<file path="config.mk">
export PLATFORM = sky130hd
export DESIGN_NAME = first_fit_grid_rectangle_allocator_core
export DESIGN_NICKNAME = d
export VERILOG_FILES = /design/src/sv/ffgra_pkg.sv /design/src/sv/ffgra_ctrl.sv /design/src/sv/ffgra_dp.sv /design/src/sv/first_fit_grid_rectangle_allocator_core.sv
export SDC_FILE = /design/constraint.sdc
export NUM_CORES = 1
export LEC_CHECK = 0
export BUFFER_PORTS_ARGS = -buffer_cell sky130_fd_sc_hd__buf_2
export CORE_MARGIN = 1
export CORE_UTILIZATION = 45
export DETAILED_ROUTE_END_ITERATION = 7
export HOLD_SLACK_MARGIN = 0.05
export PLACE_DENSITY = 0.69
export SETUP_SLACK_MARGIN = 0.02
export SYNTH_ARGS = -nofsm -noshare
export SYNTH_HDL_FRONTEND = slang
export SYNTH_SLANG_ARGS = --single-unit
</file>
<file path="constraint.sdc">
create_clock -name clk -period 14.1 [get_ports clk]
set_input_delay 2.115 -clock clk [delete_from_list [all_inputs] [get_ports clk]]
set_output_delay 2.115 -clock clk [all_outputs]
set_load 0.01 [all_outputs]
</file>
<file path="src/sv/ffgra_pkg.sv">
// ----------------------------------------------------------------------------
// ffgra_pkg
// Shared types and constants of the first-fit grid rectangle allocator:
// request and result codes, register indexes and controller command bundles.
// ----------------------------------------------------------------------------
package ffgra_pkg;

  localparam int DEF_MAX_ROWS = 16;
  localparam int DEF_MAX_COLS = 16;

  // field widths of the request and result
  localparam int SIZE_W = 5;
  localparam int POS_W  = 4;
  localparam int CFG_W  = 5;
  localparam int CFG_AW = 1;

  // width of row and column sums: holds 64 + 31 with room to spare
  localparam int SUM_W = 8;

  localparam int IN_TDATA_W  = 16;
  localparam int OUT_TDATA_W = 8;

  typedef enum logic {
    ACT_CLEAR = 1'b0,
    ACT_PLACE = 1'b1
  } action_t;

  typedef enum logic [1:0] {
    ST_CLEARED = 2'd0,
    ST_PLACED  = 2'd1,
    ST_NOROOM  = 2'd2
  } status_t;

  typedef enum logic [CFG_AW-1:0] {
    REG_GRID_ROWS = 1'b0,
    REG_GRID_COLS = 1'b1
  } reg_idx_t;

  // which result the datapath records
  typedef enum logic [2:0] {
    RES_NONE    = 3'd0,
    RES_CLEARED = 3'd1,
    RES_ZERO    = 3'd2,
    RES_NOROOM  = 3'd3,
    RES_PLACED  = 3'd4
  } res_sel_t;

  typedef struct packed {
    logic     latch_in;
    logic     clear_grid;
    logic     init_scan;
    logic     rd_issue;
    logic     next_row;
    logic     set_found;
    logic     mark_rd;
    logic     mark_wr;
    logic     load_out;
    res_sel_t res_set;
  } cmd_t;

  typedef struct packed {
    logic place;
    logic need_zero;
    logic grid_ok;
    logic oversize;
    logic k_last;
    logic last_row;
    logic fit_any;
  } sts_t;

endpackage

</file>
<file path="src/sv/ffgra_ctrl.sv">
// ----------------------------------------------------------------------------
// ffgra_ctrl
// Sequencer of the allocator: takes a request, steps the datapath through the
// row-by-row search and the marking pass, and hands the result to the output.
// ----------------------------------------------------------------------------
module ffgra_ctrl (
  input  logic              clk,
  input  logic              rst_n,
  input  logic              in_tvalid,
  output logic              in_tready,
  output logic              out_tvalid,
  input  logic              out_tready,
  input  ffgra_pkg::sts_t   sts,
  output ffgra_pkg::cmd_t   cmd
);
  import ffgra_pkg::*;

  typedef enum logic [2:0] {
    S_IDLE,
    S_CHECK,
    S_SCAN,
    S_WAIT,
    S_EVAL,
    S_MARK_RD,
    S_MARK_WR,
    S_DONE
  } state_t;

  state_t state_r, state_nxt;
  logic   out_valid_r, out_valid_nxt;

  assign in_tready  = (state_r == S_IDLE);
  assign out_tvalid = out_valid_r;

  always_comb begin
    state_nxt     = state_r;
    out_valid_nxt = out_valid_r;
    cmd           = '0;
    cmd.res_set   = RES_NONE;
    if (out_valid_r && out_tready) begin
      out_valid_nxt = 1'b0;
    end
    case (state_r)
      S_IDLE: begin
        if (in_tvalid) begin
          cmd.latch_in = 1'b1;
          state_nxt    = S_CHECK;
        end
      end
      S_CHECK: begin
        if (!sts.place) begin
          cmd.clear_grid = 1'b1;
          cmd.res_set    = RES_CLEARED;
          state_nxt      = S_DONE;
        end else if (sts.need_zero) begin
          cmd.res_set = sts.grid_ok ? RES_ZERO : RES_NOROOM;
          state_nxt   = S_DONE;
        end else if (sts.oversize) begin
          cmd.res_set = RES_NOROOM;
          state_nxt   = S_DONE;
        end else begin
          cmd.init_scan = 1'b1;
          state_nxt     = S_SCAN;
        end
      end
      S_SCAN: begin
        cmd.rd_issue = 1'b1;
        if (sts.k_last) begin
          state_nxt = S_WAIT;
        end
      end
      // last row read of this start row lands in the accumulator
      S_WAIT: begin
        state_nxt = S_EVAL;
      end
      S_EVAL: begin
        if (sts.fit_any) begin
          cmd.set_found = 1'b1;
          state_nxt     = S_MARK_RD;
        end else if (sts.last_row) begin
          cmd.res_set = RES_NOROOM;
          state_nxt   = S_DONE;
        end else begin
          cmd.next_row = 1'b1;
          state_nxt    = S_SCAN;
        end
      end
      S_MARK_RD: begin
        cmd.mark_rd = 1'b1;
        state_nxt   = S_MARK_WR;
      end
      S_MARK_WR: begin
        cmd.mark_wr = 1'b1;
        if (sts.k_last) begin
          cmd.res_set = RES_PLACED;
          state_nxt   = S_DONE;
        end else begin
          state_nxt = S_MARK_RD;
        end
      end
      S_DONE: begin
        if (!out_valid_r || out_tready) begin
          cmd.load_out  = 1'b1;
          out_valid_nxt = 1'b1;
          state_nxt     = S_IDLE;
        end
      end
      default: begin
        state_nxt = S_IDLE;
      end
    endcase
  end

  always_ff @(posedge clk) begin
    if (!rst_n) begin
      state_r     <= S_IDLE;
      out_valid_r <= 1'b0;
    end else begin
      state_r     <= state_nxt;
      out_valid_r <= out_valid_nxt;
    end
  end

endmodule

</file>
<file path="src/sv/ffgra_dp.sv">
// ----------------------------------------------------------------------------
// ffgra_dp
// Datapath of the allocator: grid size registers, occupancy memory with row
// valid bits, row accumulator, column fit search and result registers.
// ----------------------------------------------------------------------------
module ffgra_dp #(
  parameter int MAX_ROWS = ffgra_pkg::DEF_MAX_ROWS,
  parameter int MAX_COLS = ffgra_pkg::DEF_MAX_COLS
) (
  input  logic                          clk,
  input  logic                          rst_n,
  input  logic                          cfg_we,
  input  logic [ffgra_pkg::CFG_AW-1:0]  cfg_addr,
  input  logic [ffgra_pkg::CFG_W-1:0]   cfg_wdata,
  input  logic                          in_action,
  input  logic [ffgra_pkg::SIZE_W-1:0]  in_item_rows,
  input  logic [ffgra_pkg::SIZE_W-1:0]  in_item_cols,
  input  ffgra_pkg::cmd_t               cmd,
  output ffgra_pkg::sts_t               sts,
  output ffgra_pkg::status_t            out_status,
  output logic [ffgra_pkg::POS_W-1:0]   out_at_row,
  output logic [ffgra_pkg::POS_W-1:0]   out_at_col
);
  import ffgra_pkg::*;

  localparam int AW = (MAX_ROWS > 1) ? $clog2(MAX_ROWS) : 1;
  localparam int CW = (MAX_COLS > 1) ? $clog2(MAX_COLS) : 1;

  logic [CFG_W-1:0]    grid_rows_r, grid_cols_r;
  logic                action_r;
  logic [SIZE_W-1:0]   need_r_r, need_c_r;
  logic [SUM_W-1:0]    row_r, k_r;
  logic [MAX_COLS-1:0] acc_r;
  logic                scan_vld_r;
  logic [MAX_COLS-1:0] mem [0:MAX_ROWS-1];
  logic [MAX_ROWS-1:0] row_valid_r;
  logic [MAX_COLS-1:0] mem_q_r;
  logic                mem_qv_r;
  logic [CW-1:0]       col_r;
  logic [MAX_COLS-1:0] mask_r;
  status_t             res_status_r, out_status_r;
  logic [POS_W-1:0]    res_row_r, res_col_r, out_row_r, out_col_r;

  logic [SUM_W-1:0]    rows_eff, cols_eff, need_rx, need_cx, addr_sum;
  logic [AW-1:0]       addr;
  logic [MAX_COLS-1:0] old_row, span;
  logic                rd_en;
  logic                fit_any;
  logic [CW-1:0]       fit_col;

  // sizes above the built grid saturate
  assign rows_eff = (SUM_W'(grid_rows_r) > SUM_W'(MAX_ROWS)) ? SUM_W'(MAX_ROWS)
                                                             : SUM_W'(grid_rows_r);
  assign cols_eff = (SUM_W'(grid_cols_r) > SUM_W'(MAX_COLS)) ? SUM_W'(MAX_COLS)
                                                             : SUM_W'(grid_cols_r);
  assign need_rx  = SUM_W'(need_r_r);
  assign need_cx  = SUM_W'(need_c_r);
  assign addr_sum = row_r + k_r;
  assign addr     = addr_sum[AW-1:0];
  assign rd_en    = cmd.rd_issue | cmd.mark_rd;
  // a row never written since the last clear reads as free
  assign old_row  = mem_qv_r ? mem_q_r : '0;
  // shift by the full width or more leaves zero, so span saturates to all ones
  assign span     = ~({MAX_COLS{1'b1}} << need_c_r);

  // lowest start column whose window is free and inside the grid
  always_comb begin
    fit_any = 1'b0;
    fit_col = '0;
    for (int c = MAX_COLS - 1; c >= 0; c--) begin
      if ((SUM_W'(c) + need_cx <= cols_eff) && ((acc_r & (span << c)) == '0)) begin
        fit_any = 1'b1;
        fit_col = CW'(c);
      end
    end
  end

  always_comb begin
    sts.place     = (action_r == ACT_PLACE);
    sts.need_zero = (need_r_r == '0) || (need_c_r == '0);
    sts.grid_ok   = (rows_eff != '0) && (cols_eff != '0);
    sts.oversize  = (need_rx > rows_eff) || (need_cx > cols_eff);
    sts.k_last    = (k_r == need_rx - SUM_W'(1));
    sts.last_row  = (row_r + SUM_W'(1) + need_rx > rows_eff);
    sts.fit_any   = fit_any;
  end

  // grid size registers and control flags
  always_ff @(posedge clk) begin
    if (!rst_n) begin
      grid_rows_r <= CFG_W'(16);
      grid_cols_r <= CFG_W'(16);
      row_valid_r <= '0;
      scan_vld_r  <= 1'b0;
    end else begin
      if (cfg_we) begin
        case (cfg_addr)
          REG_GRID_ROWS: grid_rows_r <= cfg_wdata;
          REG_GRID_COLS: grid_cols_r <= cfg_wdata;
          default: ;
        endcase
      end
      if (cmd.clear_grid) begin
        row_valid_r <= '0;
      end else if (cmd.mark_wr) begin
        row_valid_r[addr] <= 1'b1;
      end
      scan_vld_r <= cmd.rd_issue;
    end
  end

  // occupancy memory, one word per row
  always_ff @(posedge clk) begin
    if (cmd.mark_wr) begin
      mem[addr] <= old_row | mask_r;
    end
    if (rd_en) begin
      mem_q_r  <= mem[addr];
      mem_qv_r <= row_valid_r[addr];
    end
  end

  // request, search and result registers
  always_ff @(posedge clk) begin
    if (cmd.latch_in) begin
      action_r <= in_action;
      need_r_r <= in_item_rows;
      need_c_r <= in_item_cols;
    end
    if (cmd.init_scan) begin
      row_r <= '0;
    end else if (cmd.next_row) begin
      row_r <= row_r + SUM_W'(1);
    end
    if (cmd.init_scan || cmd.next_row || cmd.set_found) begin
      k_r <= '0;
    end else if (cmd.rd_issue || cmd.mark_wr) begin
      k_r <= k_r + SUM_W'(1);
    end
    if (cmd.init_scan || cmd.next_row) begin
      acc_r <= '0;
    end else if (scan_vld_r) begin
      acc_r <= acc_r | old_row;
    end
    if (cmd.set_found) begin
      col_r  <= fit_col;
      mask_r <= span << fit_col;
    end
    case (cmd.res_set)
      RES_CLEARED: begin
        res_status_r <= ST_CLEARED;
        res_row_r    <= '0;
        res_col_r    <= '0;
      end
      RES_ZERO: begin
        res_status_r <= ST_PLACED;
        res_row_r    <= '0;
        res_col_r    <= '0;
      end
      RES_NOROOM: begin
        res_status_r <= ST_NOROOM;
        res_row_r    <= '0;
        res_col_r    <= '0;
      end
      RES_PLACED: begin
        res_status_r <= ST_PLACED;
        res_row_r    <= POS_W'(row_r);
        res_col_r    <= POS_W'(col_r);
      end
      default: ;
    endcase
    if (cmd.load_out) begin
      out_status_r <= res_status_r;
      out_row_r    <= res_row_r;
      out_col_r    <= res_col_r;
    end
  end

  assign out_status = out_status_r;
  assign out_at_row = out_row_r;
  assign out_at_col = out_col_r;

endmodule

</file>
<file path="src/sv/first_fit_grid_rectangle_allocator_core.sv">
// ----------------------------------------------------------------------------
// first_fit_grid_rectangle_allocator_core
// First-fit placement of rectangles on an occupancy grid of up to
// MAX_ROWS by MAX_COLS cells.
// ----------------------------------------------------------------------------
// Usage:
//   in_* carries one request per beat: in_tuser is the action (clear or
//   place), in_tdata the rectangle height and width. out_* returns one
//   result beat per request: out_tuser status, out_tdata top row and left col.
//   cfg_we/cfg_addr/cfg_wdata write grid_rows (index 0) or grid_cols
//   (index 1); write only while no request is in flight.
// Request sequence:
//   a clear clears the grid in the check state, then loads its result. A
//   place request passes the check state, then for each start row tried
//   one occupancy memory read per covered row and the column fit search,
//   then a read and a write of each covered row to mark it, then the
//   output load; the single read port of the occupancy memory orders this.
//   One request is in flight at a time; in_tready is high while idle.
// Reset and stall:
//   reset frees every cell at once through the row valid bits and sets both
//   grid sizes to 16. A result held by a stalled receiver waits in the
//   output register; the next request is accepted and searched meanwhile
//   and its result waits until the earlier one is taken.
// ----------------------------------------------------------------------------
module first_fit_grid_rectangle_allocator_core #(
  parameter int MAX_ROWS = ffgra_pkg::DEF_MAX_ROWS,
  parameter int MAX_COLS = ffgra_pkg::DEF_MAX_COLS
) (
  input  logic                                clk,
  input  logic                                rst_n,
  input  logic                                cfg_we,
  input  logic [ffgra_pkg::CFG_AW-1:0]        cfg_addr,
  input  logic [ffgra_pkg::CFG_W-1:0]         cfg_wdata,
  input  logic                                in_tvalid,
  output logic                                in_tready,
  input  logic [ffgra_pkg::IN_TDATA_W-1:0]    in_tdata,   // item_rows, item_cols, zero pad
  input  logic                                in_tuser,   // action
  output logic                                out_tvalid,
  input  logic                                out_tready,
  output logic [ffgra_pkg::OUT_TDATA_W-1:0]   out_tdata,  // at_row, at_col
  output logic [1:0]                          out_tuser   // status
);
  import ffgra_pkg::*;

  cmd_t             cmd;
  sts_t             sts;
  status_t          status;
  logic [POS_W-1:0] at_row, at_col;

  ffgra_ctrl u_ctrl (
    .clk        (clk),
    .rst_n      (rst_n),
    .in_tvalid  (in_tvalid),
    .in_tready  (in_tready),
    .out_tvalid (out_tvalid),
    .out_tready (out_tready),
    .sts        (sts),
    .cmd        (cmd)
  );

  ffgra_dp #(
    .MAX_ROWS (MAX_ROWS),
    .MAX_COLS (MAX_COLS)
  ) u_dp (
    .clk          (clk),
    .rst_n        (rst_n),
    .cfg_we       (cfg_we),
    .cfg_addr     (cfg_addr),
    .cfg_wdata    (cfg_wdata),
    .in_action    (in_tuser),
    .in_item_rows (in_tdata[SIZE_W-1:0]),
    .in_item_cols (in_tdata[2*SIZE_W-1:SIZE_W]),
    .cmd          (cmd),
    .sts          (sts),
    .out_status   (status),
    .out_at_row   (at_row),
    .out_at_col   (at_col)
  );

  assign out_tdata = {at_col, at_row};
  assign out_tuser = status;

endmodule

</file>
# After elaboration in Yosys (flattened, before gate mapping)
# Memory sizes are Yosys's and may differ from the RTL's. A register that Yosys moved wholly into a read port is not among the register bits.
# Index checks and enable logic that the tools add are counted.
# totals
ramBits	256
mem_count	1
in_bits	28
reg_bits	115
out_inout_bits	12
# mem_list
name	words	word_bits	rd	rd_clocked_by_memory_dff	wr	line_no	rtl
u_dp.mem	16	16	1	1	1	ffgra_dp.sv:35	logic [MAX_COLS-1:0] mem [0:MAX_ROWS-1];
# op_classes
order_cmp	23
bitwise	23
muxes	81
shift	2
add_sub_neg	20
n_reduce_logical	55
n_eq_ne	15
# op_table
op	count
16-bit bitwise AND	16
16-bit logical NOT	16
8-bit less-or-equal comparator	15
4-bit two-way mux	16
4-bit by 5-bit adder with 6-bit output (first input constant)	8
16-bit OR	3
1-bit two-way mux	38
3-bit two-way mux	12
3-bit by 5-bit adder with 6-bit output (first input constant)	4
3-bit one-hot mux with 8 select lines	1
1-bit logical AND	19
8-bit by 1-bit adder with 8-bit output (second input constant)	2
5-bit by 8-bit > comparator with 1-bit output	2
16-bit two-way mux	1
16-bit NOT	1
4-bit one-hot mux with 2 select lines	2
8-bit nonzero test	2
16-bit by 4-bit << shifter with 16-bit output	1
16-bit by 5-bit << shifter with 16-bit output (first input constant)	1
3-bit == test (second input constant)	5
2-bit by 5-bit adder with 6-bit output (first input constant)	2
3-bit by 2-bit == test with 1-bit output (second input constant)	4
5-bit > comparator (second input constant)	2
5-bit logical NOT	2
29 further kinds	44

# Longest topological paths before layout
# Gate-level depths: netlist (run 1).
# depth
depth_word	26
mapped_depth	21
ltp_nobuf	18

# By module
# Synthesis (run 1) repeated with hierarchy kept, for this count alone.
# hier_totals
hier_cells	1508
hier_area_um2	19344.8
# modules_own_cells
module	cells_per_inst	area_each_um2	instances
ffgra_dp	1456	18946.9	1
ffgra_ctrl	52	397.9	1

# Least setup slack after synthesis (run 1)
# OpenSTA, ideal clock, no wires.
# synth_timing
path_kind	reg-to-reg
from	register u_dp.need_c_r[4]
to	register u_dp.k_r[0]
required_ps	13976
period_less_slack_ps	4685
arrival_ps	4560
setup_time_ps	124
setup_slack_ps	9415
stages_incl_launch_ff	15
path_cell_list	edfxtp_1 -> buf_6 -> buf_2 -> clkbuf_1 -> buf_1 -> xnor2_1 -> ha_1 -> o21ai_0 -> nor2_1 -> or4b_2 -> and4b_1 -> a31oi_1 -> or3_1 -> clkbuf_1 -> nor2_1
# synth_lines
element	line_no	rtl
start, declared	ffgra_dp.sv:31	logic [SIZE_W-1:0] need_r_r, need_c_r;
start signal, assigned	ffgra_dp.sv:128	need_c_r <= in_item_cols;
end signal, assigned	ffgra_dp.sv:138	k_r <= k_r + SUM_W'(1);
end, declared	ffgra_dp.sv:32	logic [SUM_W-1:0] row_r, k_r;

# Final worst setup path (run 1)
# layout_timing
from	register u_dp.need_c_r[2]
to	register u_dp.mask_r[10] (data pin)
# layout_via
elab_chain_len	22
elab_cells_between_ends	98
# layout_rtl
element	line_no	rtl
branches (longest 21 deep; another with 8-bit less-or-equal comparator)	n/a	
16-bit by 4-bit << shifter with 16-bit output *	ffgra_dp.sv:147	mask_r <= span << fit_col;
end signal, assigned	ffgra_dp.sv:147	
end, declared	ffgra_dp.sv:40	logic [MAX_COLS-1:0] mask_r;
# Every way passes the cells marked *.
# A chain may end at the register's enable or synchronous reset.

==> results.yml, run 1 <==
min_path:
  hold_class: "flip-flop to flip-flop"
  holdPathEnd: "u_dp.out_at_row[3]$_DFFE_PP_"
  holdPathStages: 0
  hold_path_startpoint: "u_dp.res_row_r[3]$_SDFFCE_PN0P_"
route:
  dr.pass1.iters: 8
  drt_wl_total_mm: 46.0
  wl_per_cell_um: 22.4
  dr_total_vias: 12400
  via_per_inst: 6.04
  dr.first_iter.drc_count: 1422
  drc: 0
  drtAntennaViolNets: 0
clock_network:
  clock-sinks: 387
  numCtsBuffers: 40
  post_cts_buffers: 0
  postCtsHoldBufs: 0
  clkLatencyLatePin_ns: 0.58
  cts-resized-gates: 0
  cts_root_buffer: "clkbuf_16"
  max-clock-path-buffers: 3
  clk_pin_slew_worst_paths_ns: 0.06
  cts_tree: "built"
  h-tree-depth: 2
timing:
  fmax_ghz: 0.173
  setup_tns_ns: 0
  setup_viol_count_final: 0
  rsz0062_at_grt: "false"
  timing.final.crit_period_ns: 5.79
  slew_violations: 0
  fin_skew_ns: 0.0288
  period_share_pct: 41.1
  worst_pin_slew_ns: 0.949
  fin_ws_ns: 8.31
  finalHoldViolations: 0
  relSlewSlack_pct: 36.7
synthesis:
  yosysSeqAreaShare_pct: 57.1
  synth_common_cells: "324 x edfxtp_1, 101 x nor2_1, 90 x a21oi_1"
  ys.warnings.count: 0
  syn_area_um2: 19300
  yosys.cell_count.top_type: "edfxtp_1"
  avgSynthCellArea_um2: 13.1
  yosysTopAreaCellShare_pct: 50.5
  synth-edff-count: 324
  synthCells: 1474
  syn-num-nets: 1594
  synth_area_leaders: "edfxtp_1 51%, mux4_2 8.0%, dfxtp_1 6.5%, ha_1 5.8%, a21oi_1 2.3%"
  synth_ff_type: "edfxtp_1"
  async_flop_share_pct: 0
  synth_cell_type_count: 84
  synth_top_area_cell: "edfxtp_1"
  ys_seq_elements: 387
power:
  peakVddDrop_mv: 0.248
  power_frac_clock_pct: 19.5
  p_per_area_nw_per_um2: 242
  p_leak_nw: 7.45
  p_switching_mw: 2.06
  cellInternalPower_mw: 3.08
  combPwrFrac_pct: 47.1
  seq_power_share_pct: 33.3
  swShare_pct: 40.0
floorplan:
  die_h_um: 209
  rows: 75
  initial_core_util_pct: 45.8
  dieWidth_um: 209
  core_area_um2: 42000
  dieArea_um2: 43600
  io_pins: 40
global_route:
  grt.overflow.total: 0
  grt_antenna_before_repair: 0
  grt_max_degree: 56
  grt_pass1_vias: 12300
  track_usage_pct: 21.4
  grt_pass1_wl_mm: 71.5
placement:
  placed_cells: 1988
  place.gp.congestion: 0.942
  place_area_um2: 20000
  hpwl_mm: 29.6
  port_buffers: 33
  dp_slack_ns: 8.49
layout:
  layout-area-overhead-vs-synth_pct: 10.5
  stdcell_count: 2059
  design_area_um2: 21300
  layout-drive-gt1-share_pct: 14.9
  final_nets: 1611
  num_antenna_cells: 0
worst_setup_path:
  crit_buf_inv: 3
  cpPeakStageDelay_ns: 0.77
  cpMaxStageDelayCell: "nor4_1"
  start_kind: "flip-flop"
  crit_family: "compound AO/OA/AOI/OAI gates"
  critical_path_required_ns: 14.41
  worstPathMaxFanout: 21
  worstSetupEndpointType: "flip-flop"
  r2r_start: "u_dp.need_c_r[2]$_DFFE_PP_"
  r2r_end: "u_dp.mask_r[10]$_DFFE_PP_"
  critPathArrivalTime_ns: 6.10
  cp_cell_sequence: "inv_1 > ha_1 > a21oi_1 > xnor2_1 > inv_1 > ha_1 > o21ai_0 > a21oi_1 > o31a_1 > nor4_1 > nor4_1 > o31ai_1 > a21o_1 > inv_1 > or3_1 > a311o_1 > a32o_1"
  crit_type: "flip-flop to flip-flop"
  rrSetupSlack_ns: 8.31
  reg2reg_depth: 17
  crit_top_cell: "inv_1"
run_status:
  status: "complete, no violations"
job:
  cap_violations: 0
[per-stage QoR]
| step | util (%) | hold slack, ns | power (mW) |
|---|---|---|---|
| 4_1_cts | 50.6 | 0.416 | 5.14 |
| 5_1_grt | 50.6 | 0.423 | 5.44 |
| 3_5_place_dp | 47.6 | 0.406 | 4.11 |
| 6_report | 50.6 | 0.413 | 5.14 |
| 3_3_place_gp | 47.6 | 0.404 | 4.07 |
| 2_1_floorplan | - | 0.400 | 3.53 |
[final cells by class]
| cell class | instances | area [um^2] |
|---|---|---|
| clock buffers | 49 | 1070 |
| clock inverters | 22 | 190 |
| fillers | 3591 | 20800 |
| inverters | 58 | 220 |
| multi-input cells | 945 | 7780 |
| flip-flops and latches | 387 | 11000 |
| well taps | 539 | 674 |
| repair buffers | 59 | 360 |
[per-layer routing]
| metal | GRT usage, % | routed length (um) |
|---|---|---|
| met5 | 0 | 0 |
| met4 | 8.14 | 1480 |
| met3 | 2.87 | 2480 |
| met2 | 35.2 | 22100 |
| met1 | 29.0 | 20000 |
[cells in the final DEF, fill, tap and decap left out, types with 9 or more instances in the layout]
cell type  count
a211oi_1      25
a21o_1        22
a21oi_1       90
a222oi_1      16
a22oi_1       15
and2_1        14
and3_1        11
buf_2         33
buf_4         26
clkbuf_16     41
clkinv_1      11
dfxtp_1       63
edfxtp_1     324
ha_1          88
inv_1         54
mux2i_1       36
mux4_2        68
nand2_1       74
nand2b_1      19
nand3_1       28
nand4_1       12
nor2_1        85
nor2_2        16
nor2b_1       40
nor3_1        21
o21a_1        26
o21ai_0       38
o22ai_1        9
o31ai_1       10
or3_1          9
xnor2_1       28
xor2_1        18
[how the worst max path moves through the flow]
stage	startpoint	end	slack [ns]	depth (start not counted)
after global placement	u_dp.need_c_r[2]$_DFFE_PP_	u_dp.mask_r[10]$_DFFE_PP_	8.50	17
after floorplan	u_dp.need_c_r[4]$_DFFE_PP_	u_dp.k_r[0]$_SDFFE_PP0P_	9.42	14
after CTS	u_dp.need_c_r[2]$_DFFE_PP_	u_dp.mask_r[10]$_DFFE_PP_	8.43	17
final	u_dp.need_c_r[2]$_DFFE_PP_	u_dp.mask_r[10]$_DFFE_PP_	8.31	17
after detailed placement	u_dp.need_c_r[2]$_DFFE_PP_	u_dp.mask_r[10]$_DFFE_PP_	8.49	17
after global routing	u_dp.need_c_r[4]$_DFFE_PP_	u_dp.mask_r[10]$_DFFE_PP_	7.99	14
[state kept, by name, indices dropped and copies added (netlist names)]
name and flops:
u_dp.out_at_row 4, u_dp.row_r 8, u_dp.mask_r 16, u_dp.out_status 2, u_dp.col_r 4, u_dp.res_col_r 4
u_dp.row_valid_r 16, u_dp.res_status_r 2, u_dp.grid_rows_r 5, u_ctrl.out_tvalid 1, u_dp.need_c_r 5, u_dp.scan_vld_r 1
u_ctrl.state_r 3, u_dp.mem_qv_r 1, u_dp.mem_q_r 16, u_dp.need_r_r 5, u_dp.k_r 8, u_dp.mem 256
u_dp.out_at_col 4, u_dp.grid_cols_r 5, u_dp.action_r 1, u_dp.acc_r 16, u_dp.res_row_r 4
[power by group through the flow]
stage          Combinational (mW)  Clock [mW]  Sequential (mW)
6_report                     2.42        1.00             1.71
5_1_grt                      2.65        1.07             1.72
4_1_cts                      2.41        1.03             1.71
3_5_place_dp                 2.38           0             1.73
3_3_place_gp                 2.34           0             1.73
2_1_floorplan                1.90           0             1.63
[kinds of logic (layout without fill, tap and decap cells)]
kind of cell / count (synthesis) / in the layout / share of synthesized area [%]
flops: 387 / 387 / 57.1
simple gates: 367 / 367 / 9.65
compound gates: 326 / 326 / 11.7
buf+inv: 142 / 188 / 3.04
mux: 110 / 110 / 10.2
fa+ha+maj: 94 / 94 / 6.20
xor+xnor: 48 / 48 / 2.18
Power figures use the tool's default switching activity.
==> inputs of run 2 (changes only) <==
--- a/config.mk
+++ b/config.mk
@@ -5,12 +5,13 @@
 export SDC_FILE = /design/constraint.sdc
 export NUM_CORES = 1
 export LEC_CHECK = 0
+export ABC_AREA = 1
 export BUFFER_PORTS_ARGS = -buffer_cell sky130_fd_sc_hd__buf_2
 export CORE_MARGIN = 1
 export CORE_UTILIZATION = 45
 export DETAILED_ROUTE_END_ITERATION = 7
 export HOLD_SLACK_MARGIN = 0.05
-export PLACE_DENSITY = 0.69
+export PLACE_DENSITY = 0.72
 export SETUP_SLACK_MARGIN = 0.02
 export SYNTH_ARGS = -nofsm -noshare
 export SYNTH_HDL_FRONTEND = slang
==> constraint.sdc (replaced) <==
create_clock -name clk -period 5.2 [get_ports clk]
set_input_delay 0.78 -clock clk [delete_from_list [all_inputs] [get_ports clk]]
set_output_delay 0.78 -clock clk [all_outputs]
set_load 0.01 [all_outputs]
==> run 2 against run 1 <==
  * Synthesized cell count is 22% higher
  * Clock skew is 0.013 ns lower
  * Cell count is 16% higher
  * Fmax increased by 25%
  * Highest routed layer unchanged
==> results.yml, run 2 <==
clock_network:
  cts-resized-gates: 0
  postCtsHoldBufs: 0
  post_cts_buffers: 0
  h-tree-depth: 2
  clkLatencyLatePin_ns: 0.55
  clock-sinks: 387
  cts_tree: "built"
  numCtsBuffers: 39
  cts_root_buffer: "clkbuf_16"
  max-clock-path-buffers: 3
  clk_pin_slew_worst_paths_ns: 0.06
synthesis:
  yosys.cell_count.top_type: "edfxtp_1"
  yosysSeqAreaShare_pct: 57.8
  syn_area_um2: 19000
  ys.warnings.count: 0
  synth_cell_type_count: 67
  synth-edff-count: 324
  synth_ff_type: "edfxtp_1"
  avgSynthCellArea_um2: 10.6
  synth_area_leaders: "edfxtp_1 51%, dfxtp_1 6.6%, ha_1 5.9%, nand2_1 5.2%, a22oi_1 3.7%"
  synthCells: 1798
  yosysTopAreaCellShare_pct: 51.1
  syn-num-nets: 1918
  async_flop_share_pct: 0
  ys_seq_elements: 387
  synth_top_area_cell: "edfxtp_1"
  synth_common_cells: "324 x edfxtp_1, 266 x nand2_1, 176 x inv_1"
worst_setup_path:
  cp.depth: 19
  start_kind: "flip-flop"
  critical_path_required_ns: 5.61
  setup.worst_path.start: "u_dp.row_r[1]$_SDFFE_PP0P_"
  cpPeakStageDelay_ns: 0.65
  crit_top_cell: "o21ai_0"
  cp_cell_sequence: "inv_1 > nor3_2 > xor2_1 > inv_1 > ha_1 > nand2_1 > o21ai_0 > xnor2_1 > inv_1 > ha_1 > a21oi_1 > o21ai_0 > o21ai_0 > o21ai_0 > a2111oi_2 > nand3_4 > nand2_2 > or2_1 > nor2_1"
  crit_family: "simple AND/OR/NAND/NOR gates"
  r2r_end: "u_dp.k_r[5]$_SDFFE_PP0P_"
  cpMaxStageDelayCell: "a2111oi_2"
  critPathArrivalTime_ns: 5.04
  r2r_start: "u_dp.row_r[1]$_SDFFE_PP0P_"
  crit_type: "flip-flop to flip-flop"
  rrSetupSlack_ns: 0.57
  worstSetupEndpointType: "flip-flop"
  crit_buf_inv: 3
  cp-endpoint: "u_dp.k_r[5]$_SDFFE_PP0P_"
  worstPathMaxFanout: 17
  reg2reg_depth: 19
timing:
  setup_viol_count_final: 0
  fin_skew_ns: 0.0155
  rsz0062_at_grt: "false"
  finalHoldViolations: 0
  fmax_ghz: 0.216
  worst_pin_slew_ns: 1.10
  slew_violations: 0
  setup_tns_ns: 0
  period_share_pct: 89.0
  relSlewSlack_pct: 26.4
  timing.final.crit_period_ns: 4.63
route:
  via_per_inst: 5.83
  dr.pass1.iters: 6
  dr.first_iter.drc_count: 1262
  drc: 0
  dr_total_vias: 14000
  drtAntennaViolNets: 0
  wl_per_cell_um: 20.6
  drt_wl_total_mm: 49.3
placement:
  place.gp.congestion: 0.999
  hpwl_mm: 31.5
  port_buffers: 33
floorplan:
  dieWidth_um: 208
  die_h_um: 208
  io_pins: 40
  core_area_um2: 41300
  initial_core_util_pct: 46.1
  rows: 74
  dieArea_um2: 43100
layout:
  final_nets: 1951
  max_flop_register: "u_dp.mem"
  layout-area-overhead-vs-synth_pct: 10.2
  largest_reg_flops: 256
  layout_commonest_cell: "edfxtp_1"
  num_antenna_cells: 0
  layout_common_cells: "324 x edfxtp_1, 266 x nand2_1, 174 x inv_1"
  layout-drive-gt1-share_pct: 10.8
global_route:
  grt.overflow.total: 0
  grt_pass1_vias: 13600
  grt_antenna_before_repair: 0
  track_usage_pct: 22.6
  grt_max_degree: 68
  grt_pass1_wl_mm: 76.1
job:
  cap_violations: 0
run_status:
  status: "complete, no violations"
min_path:
  hold_path_startpoint: "in_tdata[4]"
  hold_class: "input pin to flip-flop"
[run 2: cell count changes in the layout (fill, tap and decap cells not counted), moves of 22 or more]
cell and delta:
a31oi_1 +35, nand3_1 +88, mux2i_1 -36, nor2_1 +37, inv_1 +120, mux4_2 -68, a22oi_1 +80, o21a_1 -23
o22ai_1 +26, nor2b_1 -40, nand2_1 +192, a211oi_1 -22
[run 2: worst reg2reg max path: cells and delay by family, from the launching register on]
| family | cells | cell delay (ns) |
|---|---|---|
| AO/OA/AOI/OAI | 6 | 1.37 |
| XOR/XNOR | 2 | 0.33 |
| adder cells (fa/ha/maj) | 2 | 0.66 |
| buffers and inverters | 3 | 0.26 |
| flip-flops | 1 | 0.44 |
| AND/OR/NAND/NOR | 6 | 1.46 |
[run 2: metrics by stage]
stage               cells  cell area, um^2  hold slack, ns  worst slack [ns]  util, %
floorplan            1798            19000           0.400              1.30        -
global placement     2322            19800           0.404             0.685     47.9
detailed placement   2322            19800           0.405             0.582     47.9
CTS                  2394            21000           0.391             0.551     50.8
global route         2394            21000           0.390             0.133     50.8
finish               2394            21000           0.414             0.572     50.8
[run 2: cells by family after synthesis]
logic type | share of synthesized area (%)
AO/OA/AOI/OAI | 13.8
adder cells (fa/ha/maj) | 6.17
buffers and inverters | 5.66
XOR/XNOR | 1.75
flip-flops | 57.8
AND/OR/NAND/NOR | 14.8
[run 2: layout make-up]
class | instances | area, um^2
clock buffer | 45 | 1020
clock inverter | 27 | 170
fill | 3574 | 20300
inverter | 189 | 712
multi-input combinational | 1151 | 7030
sequential | 387 | 11000
tap | 532 | 666
timing repair buffer | 63 | 390
[run 2: how the worst min path moves through the flow]
| stage | endpoint | slack, ns | cells past startpoint |
|---|---|---|---|
| 3_3_place_gp | u_dp.out_at_row[3]$_DFFE_PP_ | 0.40 | 0 |
| 2_1_floorplan | u_dp.out_at_col[0]$_DFFE_PP_ | 0.40 | 0 |
| 4_1_cts | u_dp.action_r$_DFFE_PP_ | 0.39 | 1 |
| 6_report | u_dp.need_r_r[4]$_DFFE_PP_ | 0.41 | 1 |
| 5_1_grt | u_dp.action_r$_DFFE_PP_ | 0.39 | 1 |
| 3_5_place_dp | u_dp.out_at_col[3]$_DFFE_PP_ | 0.40 | 0 |
[run 2: routing by layer]
layer  global-route usage (%)  wire [um]
met3                     3.60       3570
met5                        0          0
met2                     36.6      23000
met1                     30.4      20900
met4                     9.43       1910
Power of run 2 is left out: the tool's default activity adds up to more than one toggle a clock period on the data nets, which glitch-free logic cannot reach.
